<file path="src/hdl/ast_pkg.sv">
// Shared constants, types and codes for the allocation site tracker.
package ast_pkg;
    localparam int TABLE_BITS = 12;
    localparam int SITE_COUNT = 19;
    localparam int SLOT_N     = 1 << TABLE_BITS;
    localparam int SITE_W     = 5;
    localparam int KEY_W      = 64;
    localparam int CNT_W      = 63;
    localparam int OCC_W      = TABLE_BITS + 1;
    localparam int QDEPTH     = 2;
    localparam int QPTR_W     = 1;

    localparam logic [63:0] MIX_MUL = 64'hff51afd7ed558ccd;
    localparam logic [SITE_W-1:0] UNKNOWN_SITE = SITE_W'(SITE_COUNT - 1);
    localparam logic [CNT_W-1:0] CNT_MAX = {CNT_W{1'b1}};

    localparam logic [1:0] ACT_TAG   = 2'd0;
    localparam logic [1:0] ACT_UNTAG = 2'd1;

    localparam logic [2:0] ST_INSERTED    = 3'd0;
    localparam logic [2:0] ST_OVERWRITTEN = 3'd1;
    localparam logic [2:0] ST_DROPPED     = 3'd2;
    localparam logic [2:0] ST_REMOVED     = 3'd3;
    localparam logic [2:0] ST_MISS        = 3'd4;
    localparam logic [2:0] ST_DISABLED    = 3'd5;
    localparam logic [2:0] ST_READ        = 3'd6;

    localparam logic CFG_STATS_ENABLED = 1'b0;
    localparam logic CFG_TABLE_PRESENT = 1'b1;

    typedef struct packed {
        logic [1:0]            action;
        logic [KEY_W-1:0]      key;
        logic [SITE_W-1:0]     site;
        logic [CNT_W-1:0]      bytes;
        logic [TABLE_BITS-1:0] home;
    } t_req;

    typedef struct packed {
        logic [KEY_W-1:0]  key;
        logic [SITE_W-1:0] site;
    } t_slot;

    function automatic logic [CNT_W-1:0] sat_add(input logic [CNT_W-1:0] a,
                                                 input logic [CNT_W-1:0] b);
        logic [CNT_W:0] s;
        s = {1'b0, a} + {1'b0, b};
        return s[CNT_W] ? CNT_MAX : s[CNT_W-1:0];
    endfunction
endpackage

</file>
<file path="src/hdl/ast_hash.sv">
// Multi-cycle key mixer giving a home slot with one shared 32x32 multiplier.
module ast_hash (
    input  logic                           i_clk,
    input  logic                           i_rst_n,
    input  logic                           i_start,
    input  logic [63:0]                    i_key,
    output logic                           o_done,
    output logic [ast_pkg::TABLE_BITS-1:0] o_slot
);
    import ast_pkg::*;

    logic [63:0] r_x;
    logic [63:0] r_acc;
    logic [1:0]  r_step;
    logic        r_run;
    logic        r_done;
    logic [31:0] op_a;
    logic [31:0] op_b;
    logic [63:0] prod;
    logic [63:0] mixed;

    assign op_a  = (r_step == 2'd2) ? r_x[63:32] : r_x[31:0];
    assign op_b  = (r_step == 2'd1) ? MIX_MUL[63:32] : MIX_MUL[31:0];
    assign prod  = op_a * op_b;
    assign mixed = r_acc ^ (r_acc >> 33);
    assign o_slot = mixed[TABLE_BITS-1:0];
    assign o_done = r_done;

    always_ff @(posedge i_clk) begin
        if (!i_rst_n) begin
            r_run  <= 1'b0;
            r_done <= 1'b0;
            r_step <= 2'd0;
        end else begin
            r_done <= 1'b0;
            if (i_start) begin
                r_x    <= i_key ^ (i_key >> 33);
                r_step <= 2'd0;
                r_run  <= 1'b1;
            end else if (r_run) begin
                // low product, then the two cross terms into the upper half
                if (r_step == 2'd0) begin
                    r_acc <= prod;
                end else begin
                    r_acc[63:32] <= r_acc[63:32] + prod[31:0];
                end
                if (r_step == 2'd2) begin
                    r_run  <= 1'b0;
                    r_done <= 1'b1;
                end
                r_step <= r_step + 2'd1;
            end
        end
    end
endmodule

</file>
<file path="src/hdl/ast_front.sv">
// Request front: latches a request, clamps the site, picks the byte count, hashes the key.
module ast_front (
    input  logic                       i_clk,
    input  logic                       i_rst_n,
    input  logic                       i_accept,
    input  logic [1:0]                 i_action,
    input  logic [63:0]                i_key,
    input  logic [ast_pkg::SITE_W-1:0] i_site,
    input  logic [ast_pkg::CNT_W-1:0]  i_byte_count,
    input  logic [ast_pkg::CNT_W-1:0]  i_fallback_bytes,
    output logic                       o_busy,
    output logic                       o_push,
    output ast_pkg::t_req              o_req
);
    import ast_pkg::*;

    logic                  r_hashing;
    t_req                  r_req;
    logic                  hs_done;
    logic [TABLE_BITS-1:0] hs_slot;

    ast_hash u_hash (
        .i_clk   (i_clk),
        .i_rst_n (i_rst_n),
        .i_start (i_accept),
        .i_key   (i_key),
        .o_done  (hs_done),
        .o_slot  (hs_slot)
    );

    assign o_busy = r_hashing;
    assign o_push = hs_done;

    always_comb begin
        o_req      = r_req;
        o_req.home = hs_slot;
    end

    always_ff @(posedge i_clk) begin
        if (i_accept) begin
            r_req.action <= i_action;
            r_req.key    <= i_key;
            r_req.site   <= (i_site >= SITE_W'(SITE_COUNT)) ? UNKNOWN_SITE : i_site;
            // untag falls back to the usable size when the hint is zero
            r_req.bytes  <= (i_action == ACT_UNTAG && i_byte_count == '0) ?
                            i_fallback_bytes : i_byte_count;
            r_req.home   <= '0;
        end
    end

    always_ff @(posedge i_clk) begin
        if (!i_rst_n) begin
            r_hashing <= 1'b0;
        end else if (i_accept) begin
            r_hashing <= 1'b1;
        end else if (hs_done) begin
            r_hashing <= 1'b0;
        end
    end
endmodule

</file>
<file path="config.mk">
export PLATFORM = sky130hd
export DESIGN_NAME = ast_front
export DESIGN_NICKNAME = d
export VERILOG_FILES = /design/src/hdl/ast_pkg.sv /design/src/hdl/ast_hash.sv /design/src/hdl/ast_front.sv
export SDC_FILE = /design/constraint.sdc
export NUM_CORES = 2
export LEC_CHECK = 0
export ABC_AREA = 1
export BUFFER_PORTS_ARGS = -buffer_cell sky130_fd_sc_hd__clkbuf_2
export CORE_ASPECT_RATIO = 0.9
export CORE_UTILIZATION = 60
export CTS_CLUSTER_DIAMETER = 50
export DETAILED_ROUTE_END_ITERATION = 8
export PLACE_DENSITY = 0.94
export REMOVE_ABC_BUFFERS = 1
export SLEW_MARGIN = 5
export SYNTH_ARGS = -nofsm -noshare
export SYNTH_HDL_FRONTEND = slang
export SYNTH_SLANG_ARGS = --single-unit
</file>
<file path="constraint.sdc">
create_clock -name i_clk -period 10.24 [get_ports i_clk]
set_input_delay 2.048 -clock i_clk [delete_from_list [all_inputs] [get_ports i_clk]]
set_output_delay 2.048 -clock i_clk [all_outputs]
set_load 0.02 [all_outputs]
</file>
==> results by group <==
STA
  – Skew final: 0.00877 ns
  – RSZ-0062 raised after global routing: false
  – Period utilization: 0.921
  – Min Tclk post-route: 9.43 ns
  – Relative max-transition margin: 0.185
  – PnR worst setup slack: 0.808 ns
  – Tightest Pin Transition: 1.22 ns
  – Setup TNS: 0 ns
  – Final setup violation count: 0
  – Final hold violation count: 0
  – Slew Viols, Final: 0
  – Fmax achieved: 106 MHz

Place
  – Buffers on Ports: 347
  – Post-DP HPWL: 75600 microns
  – GPL Wtd Cong: 1.04
  – Post-place setup slack: 0.918 ns
  – Dpl cell area: 0.0314 sq mm

Floorplanning
  – Die height: 210 microns
  – Core footprint: 0.0469 sq mm
  – Boundary pin count: 348
  – Die area: 0.0488 sq mm
  – Initial Util: 0.613
  – Die span in x: 233 microns
  – Row count: 75

Drt
  – Initial drt markers: 2535
  – Via Count: 21800
  – DR WL/cell: 23.4 microns
  – DRC Markers: 0
  – Antenna Nets Post-Route: 0
  – Routed wire length: 89100 microns
  – Vias/cell: 5.73
  – Drt pass-1 iters: 6

Final layout
  – FILL cells: 3371
  – Share of layout cells above drive strength 1: 0.146
  – Final instance area: 0.0321 sq mm
  – Final #Nets: 4200
  – Area grow syn2layout: 11.6%

Logic synthesis
  – Share of the yosys chip area belonging to registers: 0.236
  – Area share of the largest cell type after synthesis: 0.352
  – List of most frequent post-synthesis cells: inv_1, fa_1, ha_1, nand2_1, edfxtp_1
  – Share of synthesized flip-flops with an asynchronous set or reset: 0
  – EDFF count, synth: 223
  – Syn_area_per_cell: 10.2 sq um
  – Gate Count Post-Synth: 2812
  – Post-synth design cell area: 0.0288 sq mm
  – Synth top area cells: fa_1, edfxtp_1, ha_1, inv_1, nand2_1
  – Top-count cell post-synth: inv_1
  – Top_reg_cell synth: edfxtp_1
  – Synth unique cells: 43
  – Yosys top cell by area: fa_1
  – Total number of yosys warnings: 0
  – Number of synthesized register bits: 228

GRT
  – Largest net degree at the start of global routing: 65
  – First-pass GRT wire length: 136000 microns
  – Grt total ovfl: 0
  – Vias in the first global route: 23300
  – Gr usage total: 0.382
  – Initial antenna violation count: 1

Clock tree
  – Clock tree buffer depth: 3
  – CTS tree: yes
  – CTS Hold Bufs: 0
  – Post-CTS Resized: 0
  – Number of post-CTS setup repair buffers: 0
  – CTS sink count: 228
  – Root Buffer: clkbuf_16
  – Worst-skew pair later-pin latency: 0.53 ns
  – Htree depth: 1
  – CTS Buf Count: 22
  – Clk slew on worst S/H paths: 0.06 ns

Setup path
  – CP required: 10.53 ns
  – Startpoint Class: flip-flop
  – Worst reg2reg path endpoint: u_hash.r_acc[38]
  – Worst r2r src: u_hash.r_step[0]
  – WP data arrival: 9.72 ns
  – R2R Setup Slk: 0.81 ns
  – Worst-path fanout max: 23
  – Critical Path Start: u_hash.r_step[0]
  – CP Class: flip-flop to flip-flop
  – R2R depth: 26
  – CP Capture Type: flip-flop

Worst hold path
  – Hold EP: u_hash.r_step[0]
  – Min-delay worst type: flip-flop to flip-flop
  – Hold Path Stages: 2
  – Hold wc startpoint: u_hash.r_run

Status
  – Status: complete, no violations

Flow run
  – Max Cap Viol: 0
## registers in the layout (all words and copies together) (netlist names)
name	count
o_busy	1
o_req	134
u_hash.o_done	1
u_hash.r_acc	25
u_hash.r_run	1
u_hash.r_step	2
u_hash.r_x	64
## cell type report
cell class	count	area, sq um	share of cell area
multi-input cells	1686	18600	0.578
repair buffers	382	2020	0.0629
inverters	857	3220	0.100
clock inverters	12	146	0.00456
flip-flops and latches	228	6800	0.212
clock buffers	27	579	0.0181
well taps	616	771	0.0240
diodes	1	2.50	0.0000780
## per-stage QoR
| stage | instances | hold slack, ns | util |
|---|---|---|---|
| 6_report | 3809 | 0.484 | 0.684 |
| 5_1_grt | 3809 | 0.494 | 0.684 |
| 4_1_cts | 3808 | 0.480 | 0.684 |
| 3_5_place_dp | 3769 | 0.470 | 0.668 |
| 3_3_place_gp | 3769 | 0.436 | 0.668 |
| 2_1_floorplan | 2771 | 0.443 | - |
## cell usage in the layout, fill, tap and decap left out, types with 10 or more instances in the layout
master	synthesis	routed
o21ai_1	10	14
clkbuf_2	0	346
edfxtp_1	223	223
xor2_1	58	58
nor3_1	10	10
or2_2	16	16
fa_1	505	505
inv_1	851	850
nand2_1	245	245
ha_1	318	317
clkbuf_16	0	22
nand3_1	43	42
nor4_1	16	16
o21bai_1	58	58
o21ai_0	106	101
nor2_1	144	144
a21oi_1	73	73
buf_4	2	34
nand4_1	12	12
## logic make-up after synthesis
kind of cell,count (synthesis),share of synthesized area
AO/OA/AOI/OAI,283,0.0575
flip-flops,228,0.236
adder cells (fa/ha/maj),823,0.490
AND/OR/NAND/NOR,513,0.0769
XOR/XNOR,67,0.0204
buffers and inverters,898,0.119
## critical path: stages, from the launching register on
cell	delay [ns]
dfxtp_1	0.34
inv_1	0.12
ha_2	0.58
inv_4	0.27
or2_2	0.36
o21ai_1	0.57
inv_1	0.69
fa_1	0.71
fa_1	0.43
fa_1	0.57
fa_1	0.47
fa_1	0.55
fa_1	0.46
fa_1	0.50
inv_1	0.07
fa_1	0.51
inv_1	0.05
ha_1	0.43
nand2_1	0.14
nor2_1	0.21
inv_1	0.13
nor4_1	0.49
nand4_1	0.16
nand3_1	0.14
a21oi_1	0.06
o21ai_0	0.10
nand2_1	0.07
## per-layer routing
layer,track usage,up-vias,share of wire
met4,0.197,0,0.060
li1,-,9302,-
met5,0,-,0
met1,0.501,10600,0.36
met3,0.0989,355,0.12
met2,0.588,1561,0.45
## how the worst max path moves through the flow
stage,end,slack [ns]
floorplan,u_hash.r_acc[38],1.59
global placement,u_hash.r_acc[38],1.01
detailed placement,u_hash.r_acc[43],0.92
CTS,u_hash.r_acc[38],0.83
global route,u_hash.r_acc[38],0.53
finish,u_hash.r_acc[38],0.81
Power is not shown: default switching activity piles up to over one toggle a cycle in this logic, so the estimate is an artifact.
