===== src/hdl/ast_pkg.sv =====
// Shared constants, types and codes for the allocation site tracker.
package ast_pkg;
    localparam int TABLE_BITS = 12;
    localparam int SITE_COUNT = 19;
    localparam int SLOT_N     = 1 << TABLE_BITS;
    localparam int SITE_W     = 5;
    localparam int KEY_W      = 64;
    localparam int CNT_W      = 63;
    localparam int OCC_W      = TABLE_BITS + 1;
    localparam int QDEPTH     = 2;
    localparam int QPTR_W     = 1;

    localparam logic [63:0] MIX_MUL = 64'hff51afd7ed558ccd;
    localparam logic [SITE_W-1:0] UNKNOWN_SITE = SITE_W'(SITE_COUNT - 1);
    localparam logic [CNT_W-1:0] CNT_MAX = {CNT_W{1'b1}};

    localparam logic [1:0] ACT_TAG   = 2'd0;
    localparam logic [1:0] ACT_UNTAG = 2'd1;

    localparam logic [2:0] ST_INSERTED    = 3'd0;
    localparam logic [2:0] ST_OVERWRITTEN = 3'd1;
    localparam logic [2:0] ST_DROPPED     = 3'd2;
    localparam logic [2:0] ST_REMOVED     = 3'd3;
    localparam logic [2:0] ST_MISS        = 3'd4;
    localparam logic [2:0] ST_DISABLED    = 3'd5;
    localparam logic [2:0] ST_READ        = 3'd6;

    localparam logic CFG_STATS_ENABLED = 1'b0;
    localparam logic CFG_TABLE_PRESENT = 1'b1;

    typedef struct packed {
        logic [1:0]            action;
        logic [KEY_W-1:0]      key;
        logic [SITE_W-1:0]     site;
        logic [CNT_W-1:0]      bytes;
        logic [TABLE_BITS-1:0] home;
    } t_req;

    typedef struct packed {
        logic [KEY_W-1:0]  key;
        logic [SITE_W-1:0] site;
    } t_slot;

    function automatic logic [CNT_W-1:0] sat_add(input logic [CNT_W-1:0] a,
                                                 input logic [CNT_W-1:0] b);
        logic [CNT_W:0] s;
        s = {1'b0, a} + {1'b0, b};
        return s[CNT_W] ? CNT_MAX : s[CNT_W-1:0];
    endfunction
endpackage


===== src/hdl/ast_queue.sv =====
// Two-entry request queue between the front and the table engine.
module ast_queue (
    input  logic          i_clk,
    input  logic          i_rst_n,
    input  logic          i_push,
    input  ast_pkg::t_req i_req,
    input  logic          i_pop,
    output logic          o_valid,
    output logic          o_full,
    output ast_pkg::t_req o_head
);
    import ast_pkg::*;

    t_req              r_mem [QDEPTH];
    logic [QPTR_W-1:0] r_wp;
    logic [QPTR_W-1:0] r_rp;
    logic [QPTR_W:0]   r_cnt;

    assign o_valid = (r_cnt != '0);
    assign o_full  = (r_cnt == (QPTR_W+1)'(QDEPTH));
    assign o_head  = r_mem[r_rp];

    always_ff @(posedge i_clk) begin
        if (i_push) begin
            r_mem[r_wp] <= i_req;
        end
    end

    always_ff @(posedge i_clk) begin
        if (!i_rst_n) begin
            r_wp  <= '0;
            r_rp  <= '0;
            r_cnt <= '0;
        end else begin
            if (i_push) begin
                r_wp <= r_wp + 1'b1;
            end
            if (i_pop) begin
                r_rp <= r_rp + 1'b1;
            end
            case ({i_push, i_pop})
                2'b10:   r_cnt <= r_cnt + 1'b1;
                2'b01:   r_cnt <= r_cnt - 1'b1;
                default: r_cnt <= r_cnt;
            endcase
        end
    end
endmodule


===== config.mk =====
export PLATFORM = sky130hd
export DESIGN_NAME = ast_queue
export DESIGN_NICKNAME = d
export VERILOG_FILES = /design/src/hdl/ast_pkg.sv /design/src/hdl/ast_queue.sv
export SDC_FILE = /design/constraint.sdc
export NUM_CORES = 1
export LEC_CHECK = 0
export BUFFER_PORTS_ARGS = -buffer_cell sky130_fd_sc_hd__buf_2
export CAP_MARGIN = 30
export CORE_ASPECT_RATIO = 0.75
export CORE_UTILIZATION = 56
export DETAILED_ROUTE_END_ITERATION = 7
export PLACE_DENSITY = 0.85
export SLEW_MARGIN = 25
export SYNTH_ARGS = -nofsm -noshare
export SYNTH_HDL_FRONTEND = slang
export SYNTH_SLANG_ARGS = --single-unit

===== constraint.sdc =====
create_clock -name i_clk -period 18.25 [get_ports i_clk]
set_input_delay 1.825 -clock i_clk [delete_from_list [all_inputs] [get_ports i_clk]]
set_output_delay 1.825 -clock i_clk [all_outputs]
set_load 0.02 [all_outputs]

==> impl_metrics.json, run 1 <==
{
  "worst_ep_arrival_time_ps": 2590,
  "synth_area_mm2": 0.0107,
  "dp_slack_ps": 14040,
  "die_w_um": 162,
  "grt_pass1_vias": 5674,
  "wl_met2_mm": 10.2,
  "grt_start_max_net_pins": 83,
  "post_drt_wl_per_cell_um": 19.4,
  "max_stage_delay_ps": 730,
  "yosys.area.top_type_share_pct": 81.6,
  "r2r_cells": 3,
  "fmax_mhz": 226,
  "postRouteAntennaNets": 0,
  "htreeDepth": 1,
  "internal_power_mw": 1.16,
  "final_nets": 943,
  "ios": 298,
  "cts_tree": "yes",
  "syn2layout_area_growth_pct": 24.3,
  "path_max_fanout": 65,
  "r2r_end": "r_mem[0][107]",
  "initial_core_util_pct": 57.7,
  "layout_common_cells": "buf_2 (297), edfxtp_1 (292), mux2_2 (146), clkbuf_16 (27), clkinv_1 (7)",
  "syn_area_per_cell_um2": 22.6,
  "layout_setup_ws_ps": 13830,
  "peakVddDrop_mv": 0.109,
  "synth_area_leaders": "edfxtp_1 (82%), mux2_2 (15%), buf_4 (0.98%)",
  "hpwl_mm": 13.9,
  "tightest_slew_ps": 889,
  "clkPwrFrac_pct": 35.3,
  "postCtsSetupBuffers": 0,
  "hold_viol": 0,
  "rsz0062_at_grt": "no",
  "power.density_mw_per_mm2": 113,
  "path_cells": "buf_4 > mux2_2 > buf_2",
  "wl_met3_mm": 1.86,
  "dr.pass1.iters": 4,
  "ys_types": 18,
  "slew_viol_final": 0,
  "layout-drive-gt1-share_pct": 60.6,
  "yosys_warnings": 0,
  "dieArea_mm2": 0.0198,
  "layout_commonest_cell": "buf_2",
  "cts-root-buf": "clkbuf_16",
  "vias_per_cell": 5.22,
  "die_h_um": 122,
  "crit_slowest_cell": "buf_4",
  "comb_power_share_pct": 11.5,
  "ff2ff_setup_slack_ps": 15990,
  "hold_class": "reg -> reg",
  "wl_met1_mm": 8.08,
  "wl_mm": 20.6,
  "total_leakage_power_nw": 4.99,
  "dpl.cell_count": 1010,
  "cp_data_required_time_ps": 16420,
  "whs_path_depth": 2,
  "postCtsResizedCells": 0,
  "grt_pass1_wl_mm": 30.1,
  "cts_inserted_buffers": 27,
  "status": "completed",
  "cts_hold_buffers": 0,
  "rows": 43,
  "cp-start-kind": "flop",
  "clk_path_buf_depth": 3,
  "worst_setup_path_end_kind": "output pin",
  "min_period_ps": 4420,
  "routabilityCongestion": 0.791,
  "core-area_mm2": 0.0186,
  "finalSetupViolCount": 0,
  "fin_cells": 1061,
  "power.share.sequential_pct": 53.2,
  "r2r_start": "r_wp",
  "via_count": 5535,
  "grt.overflow.total": 0,
  "port_buffers": 297,
  "fin_crit_sh_pct": 24.2,
  "switchingPower_uw": 346,
  "fin_setup_tns_ps": 0,
  "drt_first_iter_violations": 359,
  "crit_type": "reg -> out",
  "maxSlewHeadroom_pct": 40.7,
  "clock_sinks": 297,
  "swShare_pct": 23.0,
  "antenna_found_initial": 1,
  "highest_layer": "met4",
  "syn-num-nets": 627,
  "synth_cells": 476,
  "skew_ps": 10.7,
  "synth_top_area_cell": "edfxtp_1",
  "cap_violations": 0,
  "worstSkewPairLatency_ps": 520,
  "clkTransAtPathRegs_ps": 60,
  "synth-seq-cells": 297,
  "route.detailed.drc": 0,
  "synth_seq_area_share_pct": 82.5,
  "crit_path_end": "o_head[75]",
  "track_usage_pct": 20.2
}
[power groups by stage]
stage                     sequential, mW  clock, mW  combinational [mW]
after floorplan                    0.814          0               0.114
after global placement             0.816          0               0.164
after detailed placement           0.816          0               0.174
after CTS                          0.801      0.543               0.176
after global routing               0.803      0.569               0.185
final                              0.801      0.531               0.174
[Yosys cell counts]
cell / instances
nor2_1: 1
and2b_2: 1
or2_2: 1
and2_1: 4
xnor2_1: 2
mux2_2: 146
nor2b_1: 1
a21boi_1: 1
inv_1: 1
buf_2: 2
o21ai_0: 1
o21a_1: 1
dfxtp_1: 5
ha_1: 1
edfxtp_1: 292
or3_1: 1
xor2_1: 1
buf_4: 14
[sequential cells by signal, indices dropped and copies added, names as in the netlist, named ones only]
register / flops
r_rp: 1
r_cnt: 2
r_wp: 1
r_mem: 292
[routing by layer]
layer  up-vias  track usage (%)
met4         0             5.60
met1      2715             24.9
met2       250             34.8
li1       2537                -
met5         -                0
met3        33             6.30
[kinds of logic (layout without fill, tap and decap cells)]
logic type	Yosys count	after routing	share of synthesized area, %
muxes	146	146	15.3
DFF	297	297	82.5
and+or+nand+nor	9	9	0.524
buffers and inverters	17	354	1.11
adders and majority gates	1	1	0.116
xor gates and xnor gates	3	3	0.245
AOI/OAI and AO/OA	3	3	0.186
other	0	1	0
[worst min-delay path by stage]
| stage | end | startpoint |
|---|---|---|
| after floorplan | r_cnt[1] | r_cnt[1] |
| after global placement | r_cnt[1] | r_cnt[1] |
| after detailed placement | r_cnt[1] | r_cnt[1] |
| after CTS | r_cnt[1] | r_cnt[1] |
| after global routing | r_cnt[1] | r_cnt[1] |
| final | r_cnt[1] | r_cnt[1] |
[cell type report]
class / instances / area (um2)
multi-input cells: 162 / 1770
clock buffers: 31 / 691
repair buffers: 303 / 1560
fillers: 1135 / 5260
well taps: 247 / 309
flip-flops and latches: 297 / 8870
diodes: 1 / 2.50
clock inverters: 19 / 150
inverters: 1 / 3.75
[stage by stage]
| stage | hold WS, ps | util (%) | power [mW] | area (um2) |
|---|---|---|---|---|
| after floorplan | 461 | - | 0.928 | 10700 |
| after global placement | 474 | 67.0 | 0.980 | 12500 |
| after detailed placement | 526 | 67.2 | 0.990 | 12500 |
| after CTS | 535 | 71.7 | 1.52 | 13400 |
| after global routing | 551 | 71.7 | 1.56 | 13400 |
| final | 521 | 71.8 | 1.51 | 13400 |
[worst max-delay path, delay by kind of cell (launching register included)]
kind | cells | cell delay (ps)
buffers and inverters | 2 | 890
DFF | 1 | 680
muxes | 1 | 430
Power figures use the tool's default switching activity.
==> run 2, diff against run 1 <==
--- a/config.mk
+++ b/config.mk
@@ -5,12 +5,13 @@
 export SDC_FILE = /design/constraint.sdc
 export NUM_CORES = 1
 export LEC_CHECK = 0
+export ABC_AREA = 1
 export BUFFER_PORTS_ARGS = -buffer_cell sky130_fd_sc_hd__buf_2
 export CAP_MARGIN = 30
 export CORE_ASPECT_RATIO = 0.75
-export CORE_UTILIZATION = 56
+export CORE_UTILIZATION = 52
 export DETAILED_ROUTE_END_ITERATION = 7
-export PLACE_DENSITY = 0.85
+export PLACE_DENSITY = 0.79
 export SLEW_MARGIN = 25
 export SYNTH_ARGS = -nofsm -noshare
 export SYNTH_HDL_FRONTEND = slang
==> constraint.sdc (replaced) <==
create_clock -name i_clk -period 4.2 [get_ports i_clk]
set_input_delay 0.42 -clock i_clk [delete_from_list [all_inputs] [get_ports i_clk]]
set_output_delay 0.42 -clock i_clk [all_outputs]
set_load 0.02 [all_outputs]
==> impl_metrics.json, run 2 <==
{
  "status": "completed",
  "dr.pass1.iters": 4,
  "worst_setup_path_end_kind": "output pin",
  "route.detailed.drc": 0,
  "whs_path_depth": 1,
  "async_flop_share_pct": 0,
  "fin_util_pct": 66.2,
  "path_max_fanout": 40,
  "synthTopCellsByCount": "edfxtp_1 (292), mux2_2 (146), nor2_1 (11)",
  "clk_path_buf_depth": 3,
  "die_h_um": 127,
  "path_cells": "buf_4 > mux2_2 > buf_2",
  "placed_area_mm2": 0.0126,
  "switchingPower_mw": 1.45,
  "postRouteAntennaNets": 0,
  "antenna_found_initial": 5,
  "core-area_mm2": 0.0203,
  "layout-drive-gt1-share_pct": 59.7,
  "fmax_mhz": 382,
  "max_stage_delay_ps": 580,
  "design_area_mm2": 0.0135,
  "power.density_mw_per_mm2": 488,
  "critical_path.top_delay_family": "buffers and inverters",
  "peakVddDrop_mv": 0.398,
  "multiInputGateArea_mm2": 0.00176,
  "globalRouteMet1Util_pct": 22.6,
  "dp_slack_ps": 2110,
  "crit_type": "reg -> out",
  "hpwl_mm": 13.6,
  "internal_power_mw": 5.12,
  "r2r_start": "r_wp",
  "rows": 45,
  "power.share.sequential_pct": 53.0,
  "grt_start_max_net_pins": 92,
  "crit_buf_inv": 2,
  "cp_data_required_time_ps": 3780,
  "cts_inserted_buffers": 28,
  "min_period_ps": 2620,
  "skew_ps": 5.94,
  "use_met3_pct": 6.54,
  "top_regs": "r_mem (292), r_cnt (2)",
  "cap_violations": 0,
  "fillerInstances": 1399,
  "slew_viol_final": 0,
  "worstSkewPairLatency_ps": 530,
  "ios": 298,
  "layout_setup_ws_ps": 1580,
  "drt_first_iter_violations": 314,
  "synth-seq-cells": 297,
  "layout_commonest_cell": "buf_2",
  "die_w_um": 169,
  "synth_top_area_cell": "edfxtp_1",
  "yosys.area.top_type_share_pct": 80.9,
  "yosys_warnings": 0,
  "syn-num-nets": 640,
  "hold_path.startpoint": "i_req[133]",
  "tightest_slew_ps": 889,
  "vias_per_cell": 5.01,
  "port_buffers": 297,
  "grt.overflow.total": 0,
  "clkPwrFrac_pct": 36.7,
  "hold_class": "in -> reg",
  "total_leakage_power_nw": 5.07,
  "cts_hold_buffers": 0,
  "fin_crit_sh_pct": 62.4,
  "crit_slowest_cell": "dfxtp_4",
  "cp-start-kind": "flop",
  "worst_ep_arrival_time_ps": 2200,
  "final_nets": 956,
  "finalSetupViolCount": 0,
  "largest_reg_flops": 292,
  "comb_power_share_pct": 10.3,
  "yosysMostFrequentCell": "edfxtp_1",
  "swShare_pct": 22.1,
  "clkTransAtPathRegs_ps": 60,
  "syn_area_per_cell_um2": 22.2,
  "grt_pass1_vias": 5545,
  "maxSlewHeadroom_pct": 40.7,
  "grt_pass1_wl_mm": 29.8,
  "track_usage_pct": 18.5,
  "htreeDepth": 1,
  "seq_area_mm2": 0.00887,
  "post_drt_wl_per_cell_um": 18.6,
  "synth_top_flop_cell": "edfxtp_1",
  "synth_area_mm2": 0.0108,
  "syn2layout_area_growth_pct": 24.2,
  "layout_common_cells": "buf_2 (297), edfxtp_1 (292), mux2_2 (146), clkbuf_16 (29), nor2_1 (10)",
  "postCtsSetupBuffers": 0,
  "cts-root-buf": "clkbuf_16",
  "ys_types": 12,
  "wl_mm": 20.6,
  "dieArea_mm2": 0.0214,
  "top_usage_layer": "met2",
  "crit_cells": 3,
  "rsz0062_at_grt": "no",
  "use_met2_pct": 31.2,
  "synth-edff-count": 292,
  "clock_sinks": 297,
  "r2r_cells": 3,
  "fin_setup_tns_ps": 0,
  "synth_area_leaders": "edfxtp_1 (81%), mux2_2 (15%), clkbuf_8 (1.3%)",
  "top_register": "r_mem",
  "synth_cells": 489,
  "synth_seq_area_share_pct": 81.8,
  "postCtsResizedCells": 0,
  "routabilityCongestion": 0.770,
  "via_count": 5555,
  "cts_tree": "yes",
  "hold_viol": 0,
  "initial_core_util_pct": 53.4
}
==> run 2: per-stage QoR <==
step	std cells	hold slack (ps)	power [mW]
after global placement	1057	476	4.20
after CTS	1106	53.5	6.63
after floorplan	489	463	3.97
final	1108	77.0	6.57
after detailed placement	1057	511	4.22
after global routing	1107	56.0	6.78
==> run 2: cells by family after synthesis <==
kind of cell             after synthesis  share of synthesized area [%]
flip-flops                           297                           81.8
adder cells (fa/ha/maj)                1                          0.115
AO/OA/AOI/OAI                          2                         0.0922
multiplexers                         146                           15.2
buffers and inverters                 22                           2.10
AND/OR/NAND/NOR                       21                          0.750
==> run 2: power by group through the flow <==
stage                     Combinational [mW]  Clock (mW)  Sequential (mW)
after floorplan                        0.443           0             3.53
after global placement                 0.669           0             3.53
after detailed placement               0.681           0             3.54
after CTS                              0.686        2.46             3.48
after global routing                   0.721        2.57             3.49
final                                  0.679        2.41             3.48
==> run 2: layout make-up <==
class / count / share of cell area (%)
Multi-Input combinational cell: 170 / 13.0
Sequential cell: 297 / 65.9
Antenna cell: 2 / 0.0372
Inverter: 6 / 0.204
Clock buffer: 36 / 5.73
Timing Repair Buffer: 302 / 11.6
Tap cell: 282 / 2.62
Clock inverter: 13 / 0.883
==> run 2: final timing paths <==
kind	end	slack, ps
setup / recovery	o_head[57]	1580
hold / removal	r_mem[0][133]	80
setup reg to reg	r_mem[1][11]	2210
hold reg to reg	r_cnt[1]	520
==> run 2: routing by layer <==
layer | routed length [um] | part of all wire [%]
met5 | 37 | 0.18
met4 | 432 | 2.1
met3 | 1990 | 9.6
met2 | 9870 | 48
met1 | 8320 | 40
